File: src/hw/rtl/sadt_pkg.sv
`default_nettype none
// ----------------------------------------------------------------------------
// sadt_pkg: shared types and constants
// Character codes, divide-by-ten constants and the queued job word used by
// the signed binary to ASCII decimal converter.
// ----------------------------------------------------------------------------
package sadt_pkg;

   // ASCII characters
   localparam logic [7:0] CHAR_ZERO  = 8'h30;
   localparam logic [7:0] CHAR_POINT = 8'h2E;
   localparam logic [7:0] CHAR_MINUS = 8'h2D;

   // n / 10 == (n * RECIP_TEN) >> DIV_SHIFT for every 32-bit n
   localparam logic [31:0] RECIP_TEN = 32'hCCCC_CCCD;
   localparam int          DIV_SHIFT = 35;

   // Decimal digits of a 32-bit magnitude
   localparam int MAX_DIGITS = 10;

   // Depth of the queue between front and back
   localparam int QUEUE_DEPTH = 2;

   // Register map
   localparam int          CSR_ADDR_W         = 3;
   localparam logic [2:0]  CSR_TENTHS_MODE    = 3'd0;
   localparam logic        TENTHS_MODE_RESET  = 1'b1;

   // One value after classification
   typedef struct packed {
      logic        neg;
      logic        tenths;
      logic [31:0] mag;
   } job_type;

endpackage
`default_nettype wire

File: src/hw/rtl/sadt_fifo.sv
`default_nettype none
// ----------------------------------------------------------------------------
// sadt_fifo: job queue
// Short register queue that decouples the accepting front end from the
// character generating back end.
// ----------------------------------------------------------------------------
module sadt_fifo #(
   parameter int DEPTH = sadt_pkg::QUEUE_DEPTH
) (
   input  wire               clock,
   input  wire               reset,
   input  wire               push,
   input  sadt_pkg::job_type push_data,
   input  wire               pop,
   output sadt_pkg::job_type head,
   output logic              full,
   output logic              empty
);

   localparam int PW = (DEPTH > 1) ? $clog2(DEPTH) : 1;
   localparam int CW = $clog2(DEPTH + 1);

   sadt_pkg::job_type mem_ff [DEPTH];
   logic [PW-1:0] wr_ptr_ff, wr_ptr_in;
   logic [PW-1:0] rd_ptr_ff, rd_ptr_in;
   logic [CW-1:0] cnt_ff, cnt_in;

   assign full  = (cnt_ff == CW'(DEPTH));
   assign empty = (cnt_ff == '0);
   assign head  = mem_ff[rd_ptr_ff];

   // advance pointers and count
   always_comb begin
      wr_ptr_in = wr_ptr_ff;
      rd_ptr_in = rd_ptr_ff;
      cnt_in    = cnt_ff;
      if (push) begin
         wr_ptr_in = (wr_ptr_ff == PW'(DEPTH - 1)) ? '0 : wr_ptr_ff + 1'b1;
      end
      if (pop) begin
         rd_ptr_in = (rd_ptr_ff == PW'(DEPTH - 1)) ? '0 : rd_ptr_ff + 1'b1;
      end
      if (push && !pop) begin
         cnt_in = cnt_ff + 1'b1;
      end else if (pop && !push) begin
         cnt_in = cnt_ff - 1'b1;
      end
   end

   always_ff @(posedge clock) begin
      if (reset) begin
         wr_ptr_ff <= '0;
         rd_ptr_ff <= '0;
         cnt_ff    <= '0;
      end else begin
         wr_ptr_ff <= wr_ptr_in;
         rd_ptr_ff <= rd_ptr_in;
         cnt_ff    <= cnt_in;
      end
   end

   // store the pushed word
   always_ff @(posedge clock) begin
      if (push) begin
         mem_ff[wr_ptr_ff] <= push_data;
      end
   end

`ifndef SYNTHESIS
   a_no_overflow: assert property (@(posedge clock) disable iff (reset)
      push && !pop |-> !full)
      else $error("queue written while full");

   a_no_underflow: assert property (@(posedge clock) disable iff (reset)
      pop |-> !empty)
      else $error("queue read while empty");

   a_count_step: assert property (@(posedge clock) disable iff (reset)
      push && !pop |=> cnt_ff == $past(cnt_ff) + 1'b1)
      else $error("queue count did not advance on push");
`endif

endmodule
`default_nettype wire

File: src/hw/rtl/sadt_front.sv
`default_nettype none
// ----------------------------------------------------------------------------
// sadt_front: accept and classify
// Takes one signed value per start pulse while not busy, splits it into sign and unsigned
// magnitude, tags it with the print mode and queues it for the back end.
// ----------------------------------------------------------------------------
module sadt_front #(
   parameter int QUEUE_DEPTH = sadt_pkg::QUEUE_DEPTH
) (
   input  wire               clock,
   input  wire               reset,
   input  wire               start,
   output logic              busy,
   input  wire signed [31:0] req_value,
   input  wire               tenths_mode,
   input  wire               pop,
   output sadt_pkg::job_type head,
   output logic              empty
);

   sadt_pkg::job_type job;
   logic              push;
   logic              full;

   // classify: sign and two's complement magnitude
   always_comb begin
      job.neg    = req_value[31];
      job.tenths = tenths_mode;
      job.mag    = req_value[31] ? (~req_value + 32'd1) : req_value;
   end

   assign push = start && !busy;
   assign busy = full;

   sadt_fifo #(
      .DEPTH (QUEUE_DEPTH)
   ) u_fifo (
      .clock     (clock),
      .reset     (reset),
      .push      (push),
      .push_data (job),
      .pop       (pop),
      .head      (head),
      .full      (full),
      .empty     (empty)
   );

endmodule
`default_nettype wire

File: config.mk
export PLATFORM = sky130hd
export DESIGN_NAME = sadt_front
export DESIGN_NICKNAME = d
export VERILOG_FILES = /design/src/hw/rtl/sadt_pkg.sv /design/src/hw/rtl/sadt_fifo.sv /design/src/hw/rtl/sadt_front.sv
export SDC_FILE = /design/constraint.sdc
export NUM_CORES = 1
export LEC_CHECK = 0
export BUFFER_PORTS_ARGS = -buffer_cell sky130_fd_sc_hd__buf_2
export CAP_MARGIN = 40
export CELL_PAD_IN_SITES_DETAIL_PLACEMENT = 0
export CELL_PAD_IN_SITES_GLOBAL_PLACEMENT = 2
export CORE_MARGIN = 2
export CORE_UTILIZATION = 30
export DETAILED_ROUTE_END_ITERATION = 6
export PLACE_DENSITY = 0.71
export SKIP_CTS_REPAIR_TIMING = 1
export SLEW_MARGIN = 0
export SYNTH_ARGS = -nofsm -noshare
export SYNTH_HDL_FRONTEND = slang
export SYNTH_SLANG_ARGS = --single-unit
export TNS_END_PERCENT = 1
File: constraint.sdc
create_clock -name clock -period 6.9 [get_ports clock]
set_input_delay 0.345 -clock clock [delete_from_list [all_inputs] [get_ports clock]]
set_output_delay 0.345 -clock clock [all_outputs]
set_load 0.005 [all_outputs]
# Yosys cells after proc, flatten, opt, wreduce, memory -nomap -nowiden

Memory sizes are Yosys's and may differ from the RTL's. A register that Yosys moved wholly into a read port is not among the register bits.
Index checks and enable logic that the tools add are counted.

Flip-flop bits (word level): 4
Bits in latches: 0
RAM bits: 68
Bits in read-only memories: 0
Bits of input ports: 37
Memories: 1

Memory list:

| name          | words | bits a word | rd ports | clocked after Yosys merged registers in | wr ports | line            | RTL |
|---|---|---|---|---|---|---|---|
| u_fifo.mem_ff | 2     | 34          | 1        | 1                                       | 1        | sadt_fifo.sv:23 | `sadt_pkg::job_type mem_ff [DEPTH];` |

Add/subtract/negate cells: 5
$mul: 0
Divide/modulo/power cells: 0
$lt $le $gt $ge: 0
Equal/unequal tests: 1
Shift operators: 0
Mux-type cells: 9
Bitwise operators: 1
Reduce and logical (&&, ||, !) cells: 8

Operator list:

| operator                | count |
|---|---|
| $add A32 B1 Y32 const B | 1 |
| $mux W32                | 1 |
| $not A32 Y32            | 1 |
| $mux W1                 | 6 |
| $mux W2                 | 2 |
| $logic_and A1 B1 Y1     | 3 |
| $logic_not A1 Y1        | 3 |
| $add A1 B1 Y1 const B   | 2 |
| $add A2 B1 Y2 const B   | 1 |
| $eq A2 B2 Y1 const B    | 1 |
| $logic_not A2 Y1        | 1 |
| $reduce_bool A2 Y1      | 1 |
| $sub A2 B1 Y2 const B   | 1 |

# Longest topological paths before layout

Gate-level depths: netlist of the first run.

Depth in word-level cells: 7
Depth in mapped cells: 7
Gate-level depth less buffers: 7

# Modules after synthesis

A second synthesis of the first run with hierarchy kept.

Cell total of the unflattened synthesis: 227
Area, all modules: 3439.5 um2

Modules (own cells, without submodules):

| module     | instances | cells each | area an instance (um2) | sequential area each (um2) |
|---|---|---|---|---|
| sadt_fifo  | 1         | 128        | 2660.1                 | 2142.1 |
| sadt_front | 1         | 99         | 779.5                  | 0.0 |

# Least setup slack after synthesis of the first run

No wires, ideal clock.

Path kind: input to register
Start point: input port req_value[18]
End point: memory u_fifo.mem_ff[0][31] in the netlist's numbering (data pin)
Library setup time: 0.158 ns
Arrival time: 2.527 ns
Required time: 6.742 ns
Slack: 4.215 ns
Stages: 6
Buffers on the path: 1
Path through: or4_4 or4_4 buf_6 or4_4 or4_4 nor3b_2

RTL lines:

| item            | line             | RTL |
|---|---|---|
| start, declared | sadt_front.sv:14 | `input wire signed [31:0] req_value,` |
| end, declared   | sadt_fifo.sv:23  |  |

==> results of run 1 <==
==> where the power goes <==
group,switching (mW),internal (mW)
combinational,0.103,0.0974
clock,0.152,0.200
sequential,0.0139,0.554
total,0.269,0.851
==> cells by family after synthesis <==
logic type                 synth area share (%)
DFF                                        65.0
and+or+nand+nor                            6.23
muxes                                      11.6
xor gates and xnor gates                   8.78
AOI/OAI and AO/OA                          5.85
buffers and inverters                      1.71
adders and majority gates                 0.760
==> layout make-up <==
| cell class | instances | area, µm² |
|---|---|---|
| well taps | 140 | 175 |
| multi-input cells | 132 | 1100 |
| clock inverters | 7 | 85.1 |
| clock buffers | 9 | 124 |
| fillers | 1054 | 6720 |
| repair buffers | 75 | 423 |
| flip-flops and latches | 73 | 2140 |
| inverters | 5 | 18.8 |
==> Yosys cell counts (all sizes together) <==
cell type and instances:
xor2 3, nor3b 1, nand2 8, clkbuf 4, and3 1, nand3 1
o31ai 9, nor4 2, ha 2, buf 4, o41ai 8, or3 1
a21oi 1, xnor2 30, nand2b 2, nand4 2, edfxtp 68, and2 1
mux2 34, dfxtp 5, or4 7, o21ai 10, nor2 9, inv 5
==> worst max-delay path, cell delays in order <==
cell	delay (ns)
buf_2	0.11
or4_4	0.56
or4_4	0.48
or4_4	0.46
or4_4	0.49
nor3b_2	0.20
==> worst max-delay path by stage <==
stage | start | to | slack, ns | depth (start not counted)
3_3_place_gp | req_value[18] | u_fifo.mem_ff[0][31] | 4.11 | 6
6_report | req_value[18] | u_fifo.mem_ff[0][31] | 4.43 | 6
4_1_cts | req_value[18] | u_fifo.mem_ff[0][31] | 4.45 | 6
3_5_place_dp | req_value[18] | u_fifo.mem_ff[1][31] | 4.08 | 6
5_1_grt | req_value[18] | u_fifo.mem_ff[0][31] | 4.39 | 6
2_1_floorplan | req_value[18] | u_fifo.mem_ff[0][31] | 4.22 | 6
==> per-layer routing <==
layer	GRT usage, %	vias to the layer above	part of all wire (%)
met2	19.5	45	49
li1	-	991	-
met3	2.15	15	3.5
met5	0	-	0
met1	13.6	994	44
met4	7.51	0	2.9
==> state kept, by name (all words and copies together), names as in the netlist, named ones only <==
name              cells
u_fifo.wr_ptr_ff      1
u_fifo.rd_ptr_ff      1
u_fifo.cnt_ff         2
u_fifo.mem_ff        68
==> layout by cell type, fill, tap and decap left out, types with 3 or more instances in the layout <==
master    count
inv_1         5
nor2_1        8
xor2_1        3
or4_4         4
buf_2        72
or4_1         3
edfxtp_1     68
o21ai_0      10
mux2_2       34
nand2_1       8
xnor2_1      30
o31ai_1       9
dfxtp_1       5
o41ai_1       8
clkbuf_8      9
==> Flow_metrics.wiki, run 1 <==
{| class="wikitable"
! Metric !! Value
|-
| Status || complete, no violations
|-
| Cell area after technology mapping || 0.00329 mm²
|-
| Leakage power || 1.45 nW
|-
| Final number of setup-violating endpoints || 0
|-
| CP arrival || 2.66 ns
|-
| Total length of routed wires || 6.51 mm
|-
| Total of flip-flops plus latches after synthesis || 73
|-
| Class of the most critical hold timing path || in2reg
|-
| CTS Buf Count || 9
|-
| Cell row count || 38
|-
| Post-route fraction of the period consumed by the critical path || 35.9%
|-
| Startpoint types || primary input
|-
| HPWL after detailed placement || 4.57 mm
|-
| Core Region || 0.0108 mm²
|-
| Fin Clk Skew || 0.00714 ns
|-
| P per Cell Area || 275 mW/mm²
|-
| Post-detailed-route DRC marker count || 0
|-
| Capturing element type of the critical path || flop
|-
| Net count of the mapped netlist || 257
|-
| Final hold viol count || 0
|-
| Terminating pin of the worst hold path || u_fifo.mem_ff[1][32]
|-
| Number of H-tree levels || 3
|-
| Worst Path Max Fanout || 7
|-
| Average wire per standard cell || 14.8 µm
|-
| Fraction of post-synthesis cell area in the top cell type by area || 62.0%
|-
| Setup slack at placement || 4.08 ns
|-
| Final Max Slew Viols || 0
|-
| Final layout net count || 335
|-
| Hold Crit Start || tenths_mode
|-
| Quantity of I/O buffers inserted on ports || 72
|-
| Via density per instance || 4.64
|-
| Tightest Pin Transition || 0.654 ns
|-
| Setup CP Type || in2reg
|-
| Placed cell area || 0.00386 mm²
|-
| Final non-filler cell total || 441
|-
| Top cells by area in the synthesized netlist || edfxtp_1 (62%), mux2_2 (12%), xnor2_1 (8.0%), dfxtp_1 (3.0%), o41ai_1 (2.1%)
|-
| Effective utilization at floorplan || 30.5%
|-
| Gr usage total || 11.6%
|-
| Post-Synthesis Mean Instance Area || 15.1 µm²
|-
| Clk Latency, worst-skew pair || 0.34 ns
|-
| Fin worst setup slack || 4.43 ns
|-
| Pin count of the biggest net entering global routing || 35
|-
| Overall die area || 0.0118 mm²
|-
| Initial detailed-routing violation count || 62
|-
| Largest area contributor in the netlist || edfxtp_1
|-
| Worst-path clk slew || 0.07 ns
|-
| Global route total overflow || 0
|-
| Maximum frequency from static timing analysis || 404 MHz
|-
| Final design utilization || 37.7%
|-
| Antenna violations before repair || 0
|-
| Number of nets with antenna violations after routing || 0
|-
| Number of iterations in the first detailed-routing pass || 4
|-
| Fin Setup TNS || 0 ns
|-
| Clock tree root buffer cell || clkbuf_8
|-
| FF-to-FF path depth || 4
|-
| Sequential share of the synthesized area || 65.0%
|-
| Routability-driven placement congestion ratio || 0.709
|-
| Slew headroom || 56.0%
|-
| Boundary Pins || 73
|-
| Post-Route Hold Slack || 0.199 ns
|-
| Max-cap viol count || 0
|-
| Floorplan die width || 109 µm
|-
| Synth-to-layout area growth || 23.6%
|-
| Synth warnings || 0
|-
| Source of the worst register-to-register timing path || u_fifo.cnt_ff[0]
|-
| Unrepaired setup endpoints after global routing || no
|-
| Wire length of the first global-routing pass || 9.98 mm
|-
| Register-to-Register Setup Slack || 5.17 ns
|-
| Min-Delay Path Depth || 1
|-
| Height of the die || 109 µm
|-
| Count of inserted antenna diode cells || 0
|-
| Gate count after technology mapping || 218
|-
| TritonCTS clock tree || built
|-
| Number of cells after detailed placement || 425
|-
| Post-route total power || 1.12 mW
|-
| Number of global-route vias before repair || 2034
|-
| Layout cells sized above 1 || 43.2%
|-
| Vias post-DR || 2045
|-
| Number of different library cells in the post-synthesis netlist || 26
|-
| Finished Cell Area || 0.00407 mm²
|-
| Final critical path time including I/O delays and setup || 2.47 ns
|-
| Required time of the worst setup path || 7.08 ns
|-
| Worst-case clock buffer depth || 2
|-
| Terminus of the critical flop-to-flop path || u_fifo.mem_ff[0][28]
|-
| Maximum vdd ir drop || 0.0722 mV
|-
| CTS sink cnt || 73
|}
Note: power is estimated with default switching activity, not from simulation.
==> inputs of run 2 (changes only) <==
==> constraint.sdc (replaced) <==
create_clock -name clock -period 2.5 [get_ports clock]
set_input_delay 0.125 -clock clock [delete_from_list [all_inputs] [get_ports clock]]
set_output_delay 0.125 -clock clock [all_outputs]
set_load 0.005 [all_outputs]
==> run 2 against run 1 <==
Effect of this change: routed wire length increased by 0.18%; count of clock-buffer cells in the layout is 1 higher; critical path depth did not move; core utilization grew 0.30 points; register-to-register slack worse by 4.4 ns; non-clock buffer count up 9; via count increased by 1.5%; cell area grew 0.80%; global-route usage increased by 0.056 points; flip-flop and latch count is the same; clock skew is 0.0014 ns higher; critical path type unchanged.
==> Flow_metrics.wiki, run 2 (synthesis results as in run 1) <==
{| class="wikitable"
! Metric !! Value
|-
| Unrepaired setup endpoints after global routing || no
|-
| Status || complete, no violations
|-
| Worst Path Max Fanout || 4
|-
| Final hold viol count || 0
|-
| Post-route total power || 2.99 mW
|-
| Most common cell after layout, fill and taps aside || buf_2
|-
| Quantity of I/O buffers inserted on ports || 72
|-
| Most frequent cells in the layout || buf_2 (72), edfxtp_1 (68), mux2_2 (34), xnor2_1 (30), o21ai_0 (10)
|-
| Setup CP Type || in2reg
|-
| Synth-to-layout area growth || 24.6%
|-
| Vias post-DR || 2076
|-
| Cell row count || 38
|-
| Tightest Pin Transition || 0.608 ns
|-
| CP arrival || 2.36 ns
|-
| Floorplan die width || 109 µm
|-
| Final Max Slew Viols || 0
|-
| Top register by number of flip-flops || u_fifo.mem_ff
|-
| Required time of the worst setup path || 2.67 ns
|-
| Maximum frequency from static timing analysis || 456 MHz
|-
| Maximum vdd ir drop || 0.224 mV
|-
| Gr usage total || 11.7%
|-
| Via density per instance || 4.61
|-
| Class of the most critical hold timing path || in2reg
|-
| Layout cells sized above 1 || 44.2%
|-
| Fin Clk Skew || 0.00855 ns
|-
| Critical path's top delay family || simple AND/OR/NAND/NOR gates
|-
| Height of the die || 109 µm
|-
| Post-route fraction of the period consumed by the critical path || 87.6%
|-
| Setup slack at placement || -0.0374 ns
|-
| Hold Crit Start || reset
|-
| CTS Buf Count || 9
|-
| Overall die area || 0.0118 mm²
|-
| CP dominant cell by count || or4_4
|-
| Average wire per standard cell || 14.5 µm
|-
| Startpoint types || primary input
|-
| Max-cap viol count || 0
|-
| Effective utilization at floorplan || 30.5%
|-
| Seq. cell area || 0.00214 mm²
|-
| WP buf/inv || 1
|-
| Area used by multi-input combinational logic || 0.00110 mm²
|-
| Clk Latency, worst-skew pair || 0.33 ns
|-
| Slew headroom || 59.4%
|-
| Origin of the worst setup path || req_value[18]
|-
| Final critical path time including I/O delays and setup || 2.19 ns
|-
| Initial detailed-routing violation count || 74
|-
| HPWL after detailed placement || 4.42 mm
|-
| Boundary Pins || 73
|-
| P per Cell Area || 728 mW/mm²
|-
| TritonCTS clock tree || built
|-
| Number of nets with antenna violations after routing || 0
|-
| Number of H-tree levels || 3
|-
| Total length of routed wires || 6.53 mm
|-
| Antenna violations before repair || 0
|-
| Final number of setup-violating endpoints || 0
|-
| Capturing element type of the critical path || flop
|-
| Post-detailed-route DRC marker count || 0
|-
| Global route total overflow || 0
|-
| CP cell instances || buf_2 > or4_4 > or4_4 > or4_4 > or4_4 > nor3b_2
|-
| Final layout net count || 344
|-
| Routability-driven placement congestion ratio || 0.727
|-
| Fin worst setup slack || 0.309 ns
|-
| Leakage power || 1.47 nW
|-
| Slowest Stage Delay on Critical Path || 0.53 ns
|-
| Number of iterations in the first detailed-routing pass || 4
|-
| Worst-path clk slew || 0.08 ns
|-
| Pin count of the biggest net entering global routing || 35
|-
| Count of fill cells added during filler insertion || 1037
|-
| Count of inserted antenna diode cells || 0
|-
| Core Region || 0.0108 mm²
|-
| Worst-case clock buffer depth || 2
|-
| Clock tree root buffer cell || clkbuf_8
|-
| CTS sink cnt || 73
|-
| Wire length of the first global-routing pass || 10.1 mm
|-
| Crit-path slowest cell || or4_4
|-
| Source of the worst register-to-register timing path || u_fifo.cnt_ff[0]
|-
| Number of global-route vias before repair || 2055
|-
| Flip-flop count of the largest register, all copies and words added || 68
|-
| Top flop regs || u_fifo.mem_ff: 68 flops, u_fifo.cnt_ff: 2 flops
|}
run 2: power breakdown:
group / leakage (nW) / switching, mW / internal (mW)
logic: 0.702 / 0.283 / 0.266
clock network: 0.0913 / 0.419 / 0.454
registers: 0.678 / 0.0385 / 1.53
total: 1.47 / 0.740 / 2.25
run 2: layout make-up:
cell class / count / share of cell area [%]
sequential: 73 / 52.2
multi-input combinational: 132 / 26.9
timing repair buffer: 84 / 11.6
tap: 140 / 4.27
clock buffer: 10 / 3.11
clock inverter: 6 / 1.43
inverter: 5 / 0.457
run 2: metrics by stage:
stage | cells | TNS (ns) | util, % | hold slack (ns) | area [µm²]
floorplan | 218 | 0 | - | 0.194 | 3290
global placement | 433 | -0.0328 | 36.2 | 0.315 | 3910
CTS | 449 | 0 | 37.9 | -0.0511 | 4090
global route | 450 | 0 | 38.0 | 0.00760 | 4100
finish | 450 | 0 | 38.0 | 0.0110 | 4100
detailed placement | 433 | -0.0748 | 36.2 | 0.320 | 3910
run 2: worst paths after layout:
path | end | slack [ns] | cells after the start
worst min-delay path | u_fifo.cnt_ff[1] | 0.01 | 2
worst max-delay path | u_fifo.mem_ff[0][31] | 0.31 | 6
worst max register to register | u_fifo.mem_ff[0][27] | 0.80 | 4
worst min register to register | u_fifo.cnt_ff[1] | 0.50 | 2
run 2: layer usage:
metal | track usage (%) | share of wire, %
met1 | 13.4 | 42
met5 | 0 | 0
met2 | 20.0 | 52
met3 | 2.33 | 4.1
met4 | 6.87 | 1.7
==> inputs of run 3 (changes only) <==
--- a/config.mk
+++ b/config.mk
@@ -10,12 +10,13 @@
 export CELL_PAD_IN_SITES_DETAIL_PLACEMENT = 0
 export CELL_PAD_IN_SITES_GLOBAL_PLACEMENT = 2
 export CORE_MARGIN = 2
-export CORE_UTILIZATION = 30
+export CORE_UTILIZATION = 38
 export DETAILED_ROUTE_END_ITERATION = 6
-export PLACE_DENSITY = 0.71
+export PLACE_DENSITY = 0.85
 export SKIP_CTS_REPAIR_TIMING = 1
 export SLEW_MARGIN = 0
 export SYNTH_ARGS = -nofsm -noshare
 export SYNTH_HDL_FRONTEND = slang
+export SYNTH_HIERARCHICAL = 1
 export SYNTH_SLANG_ARGS = --single-unit
 export TNS_END_PERCENT = 1
==> run 3 against run 2 <==
Effect of this change: area after synthesis rose by 4.4%; clock power barely moved; core utilization up 9.1 points; clock skew decreased by 0.0038 ns; worst hold slack better by 0.0021 ns; first-iteration DRC count fell by 6.8%; flip-flop and latch count did not move.
==> Flow_metrics.wiki, run 3 <==
{| class="wikitable"
! Metric !! Value
|-
| Overall die area || 0.00983 mm²
|-
| Worst Path Max Fanout || 34
|-
| Count of fill cells added during filler insertion || 808
|-
| Worst-case clock buffer depth || 2
|-
| Top flop regs || u_fifo/mem_ff: 68 flops, u_fifo/cnt_ff: 2 flops
|-
| Design internal power || 2.26 mW
|-
| Total length of routed wires || 6.73 mm
|-
| Global route total overflow || 0
|-
| Slew headroom || 49.4%
|-
| Net switching component of the power || 726 µW
|-
| Worst-path clk slew || 0.07 ns
|-
| Final non-filler cell total || 419
|-
| WP buf/inv || 1
|-
| Cell area after technology mapping || 0.00344 mm²
|-
| Fraction of power spent switching nets || 24.3%
|-
| Core Region || 0.00876 mm²
|-
| Crit-path slowest cell || buf_4
|-
| Vias post-DR || 2109
|-
| Synth async-reset ratio || 0%
|-
| Average wire per standard cell || 16.1 µm
|-
| Class of the most critical hold timing path || in2reg
|-
| CP cell instances || and2b_2 > nor2b_1 > nor2b_4 > buf_4
|-
| List of most frequent post-synthesis cells || edfxtp_1 (68), mux2_2 (34), xnor2_1 (31)
|-
| Maximum vdd ir drop || 0.319 mV
|-
| Most common cell after layout, fill and taps aside || buf_2
|-
| Layout cells sized above 1 || 44.7%
|-
| Setup CP Type || reg2reg
|-
| Final number of setup-violating endpoints || 0
|-
| Number of synthesized flops with an enable pin || 68
|-
| Slowest Stage Delay on Critical Path || 0.42 ns
|-
| Most common cell in the synthesized netlist || edfxtp_1
|-
| Number of different library cells in the post-synthesis netlist || 35
|-
| Quantity of I/O buffers inserted on ports || 72
|-
| Post-route fraction of the period consumed by the critical path || 75.6%
|-
| Wire length of the first global-routing pass || 10.7 mm
|-
| Routability-driven placement congestion ratio || 0.696
|-
| Synth-to-layout area growth || 20.0%
|-
| Clock share of power || 29.2%
|-
| Gr usage total || 14.4%
|-
| Post-detailed-route DRC marker count || 0
|-
| P per Cell Area || 724 mW/mm²
|-
| Status || complete, no violations
|-
| Fin Clk Skew || 0.00473 ns
|-
| Sequential share of the synthesized area || 62.3%
|-
| Boundary Pins || 73
|-
| Most frequent cells in the layout || buf_2 (72), edfxtp_1 (68), mux2_2 (34), xnor2_1 (31)
|-
| Clock tree root buffer cell || clkbuf_8
|-
| CTS sink cnt || 73
|-
| TritonCTS clock tree || built
|-
| Critical path's top delay family || simple AND/OR/NAND/NOR gates
|-
| Height of the die || 99.1 µm
|-
| Count of inserted antenna diode cells || 0
|-
| Top cells by area in the synthesized netlist || edfxtp_1 (59%), mux2_2 (11%), xnor2_1 (7.9%), o41ai_2 (3.3%), dfxtp_1 (2.9%)
|-
| Synth warnings || 6
|-
| Effective utilization at floorplan || 39.2%
|-
| Initial detailed-routing violation count || 69
|-
| Primary flip-flop cell chosen by synthesis mapping || edfxtp_1
|-
| Final Max Slew Viols || 0
|-
| Clk Latency, worst-skew pair || 0.33 ns
|-
| Largest area contributor in the netlist || edfxtp_1
|-
| Final hold viol count || 0
|-
| Number of iterations in the first detailed-routing pass || 4
|-
| CTS Buf Count || 9
|-
| Antenna violations before repair || 0
|-
| Leakage power || 1.47 nW
|-
| Final design utilization || 47.1%
|-
| Fraction of post-synthesis cell area in the top cell type by area || 59.4%
|-
| Floorplan die width || 99.1 µm
|-
| Number of global-route vias before repair || 2090
|-
| Capturing element type of the critical path || flop
|-
| Via density per instance || 5.03
|-
| Post-route total power || 2.99 mW
|-
| CP arrival || 1.87 ns
|-
| Number of cells after detailed placement || 402
|-
| Final layout net count || 345
|-
| Final critical path time including I/O delays and setup || 1.89 ns
|-
| Combinational power share || 18.4%
|-
| Portion of total power attributed to sequential cells || 52.5%
|-
| Number of nets with antenna violations after routing || 0
|-
| Total of flip-flops plus latches after synthesis || 73
|-
| Post-Route Hold Slack || 0.0131 ns
|-
| Maximum frequency from static timing analysis || 529 MHz
|-
| Tightest Pin Transition || 0.751 ns
|-
| Top register by number of flip-flops || u_fifo/mem_ff
|-
| Fin Setup TNS || 0 ns
|-
| Post-Synthesis Mean Instance Area || 15.2 µm²
|-
| Pin count of the biggest net entering global routing || 35
|-
| Gate count after technology mapping || 227
|-
| Flip-flop count of the largest register, all copies and words added || 68
|-
| Net count of the mapped netlist || 266
|-
| Cell row count || 34
|-
| Unrepaired setup endpoints after global routing || no
|-
| Required time of the worst setup path || 2.48 ns
|-
| Number of H-tree levels || 3
|-
| Startpoint types || flop
|-
| HPWL after detailed placement || 4.52 mm
|-
| Max-cap viol count || 0
|}
==> run 3: changes by cell type in the layout (fill, tap and decap cells not counted), sizes merged, moves of 3 or more <==
cell,before,now
nor4,2,6
nor3,0,3
buf,83,75
clkbuf,10,14
or4,7,0
o21ai,10,7
nand2,8,11
==> run 3: final timing paths <==
kind	end	slack, ns	cells past startpoint	startpoint
hold reg to reg	u_fifo/cnt_ff[1]	0.50	2	u_fifo/cnt_ff[1]
setup reg to reg	u_fifo/mem_ff[0][25]	0.61	4	u_fifo/cnt_ff[0]
setup / recovery	u_fifo/mem_ff[0][25]	0.61	4	u_fifo/cnt_ff[0]
hold / removal	u_fifo/cnt_ff[1]	0.01	2	reset
==> run 3: logic make-up after synthesis <==
| group | synth area share, % |
|---|---|
| buf+inv | 1.56 |
| mux | 11.1 |
| fa+ha+maj | 0.727 |
| xor+xnor | 8.40 |
| flops | 62.3 |
| simple gates | 8.99 |
| compound gates | 6.91 |
==> run 3: metal layers <==
layer,track usage [%],wire [µm]
met5,0,0
met4,4.74,74
met3,4.22,259
met2,22.9,3300
met1,19.0,3100
==> run 3: final cells by class <==
class	count	area, µm²	share of cell area [%]
well taps	108	135	3.27
inverters	3	11.3	0.273
flip-flops and latches	73	2140	51.9
clock buffers	14	184	4.46
repair buffers	76	393	9.52
clock inverters	2	10.0	0.243
multi-input cells	143	1250	30.3
==> run 3: metrics by stage <==
| step | cell area, µm² | setup slack (ns) |
|---|---|---|
| global route | 4130 | 0.463 |
| CTS | 4120 | 0.583 |
| floorplan | 3440 | 0.295 |
| finish | 4130 | 0.610 |
| detailed placement | 3920 | 0.542 |
| global placement | 3920 | 0.528 |
==> run 3: worst register-to-register path, cell delays in order (launching register included) <==
cell and delay, ns:
dfxtp_1 0.40, and2b_2 0.24, nor2b_1 0.27, nor2b_4 0.20
buf_4 0.42
==> run 3: power groups by stage <==
| stage | Combinational [mW] | Clock (mW) | Sequential, mW |
|---|---|---|---|
| after global placement | 0.551 | 0 | 1.59 |
| after CTS | 0.562 | 0.903 | 1.57 |
| after detailed placement | 0.558 | 0 | 1.60 |
| after floorplan | 0.328 | 0 | 1.59 |
| final | 0.549 | 0.871 | 1.57 |
| after global routing | 0.612 | 0.943 | 1.58 |
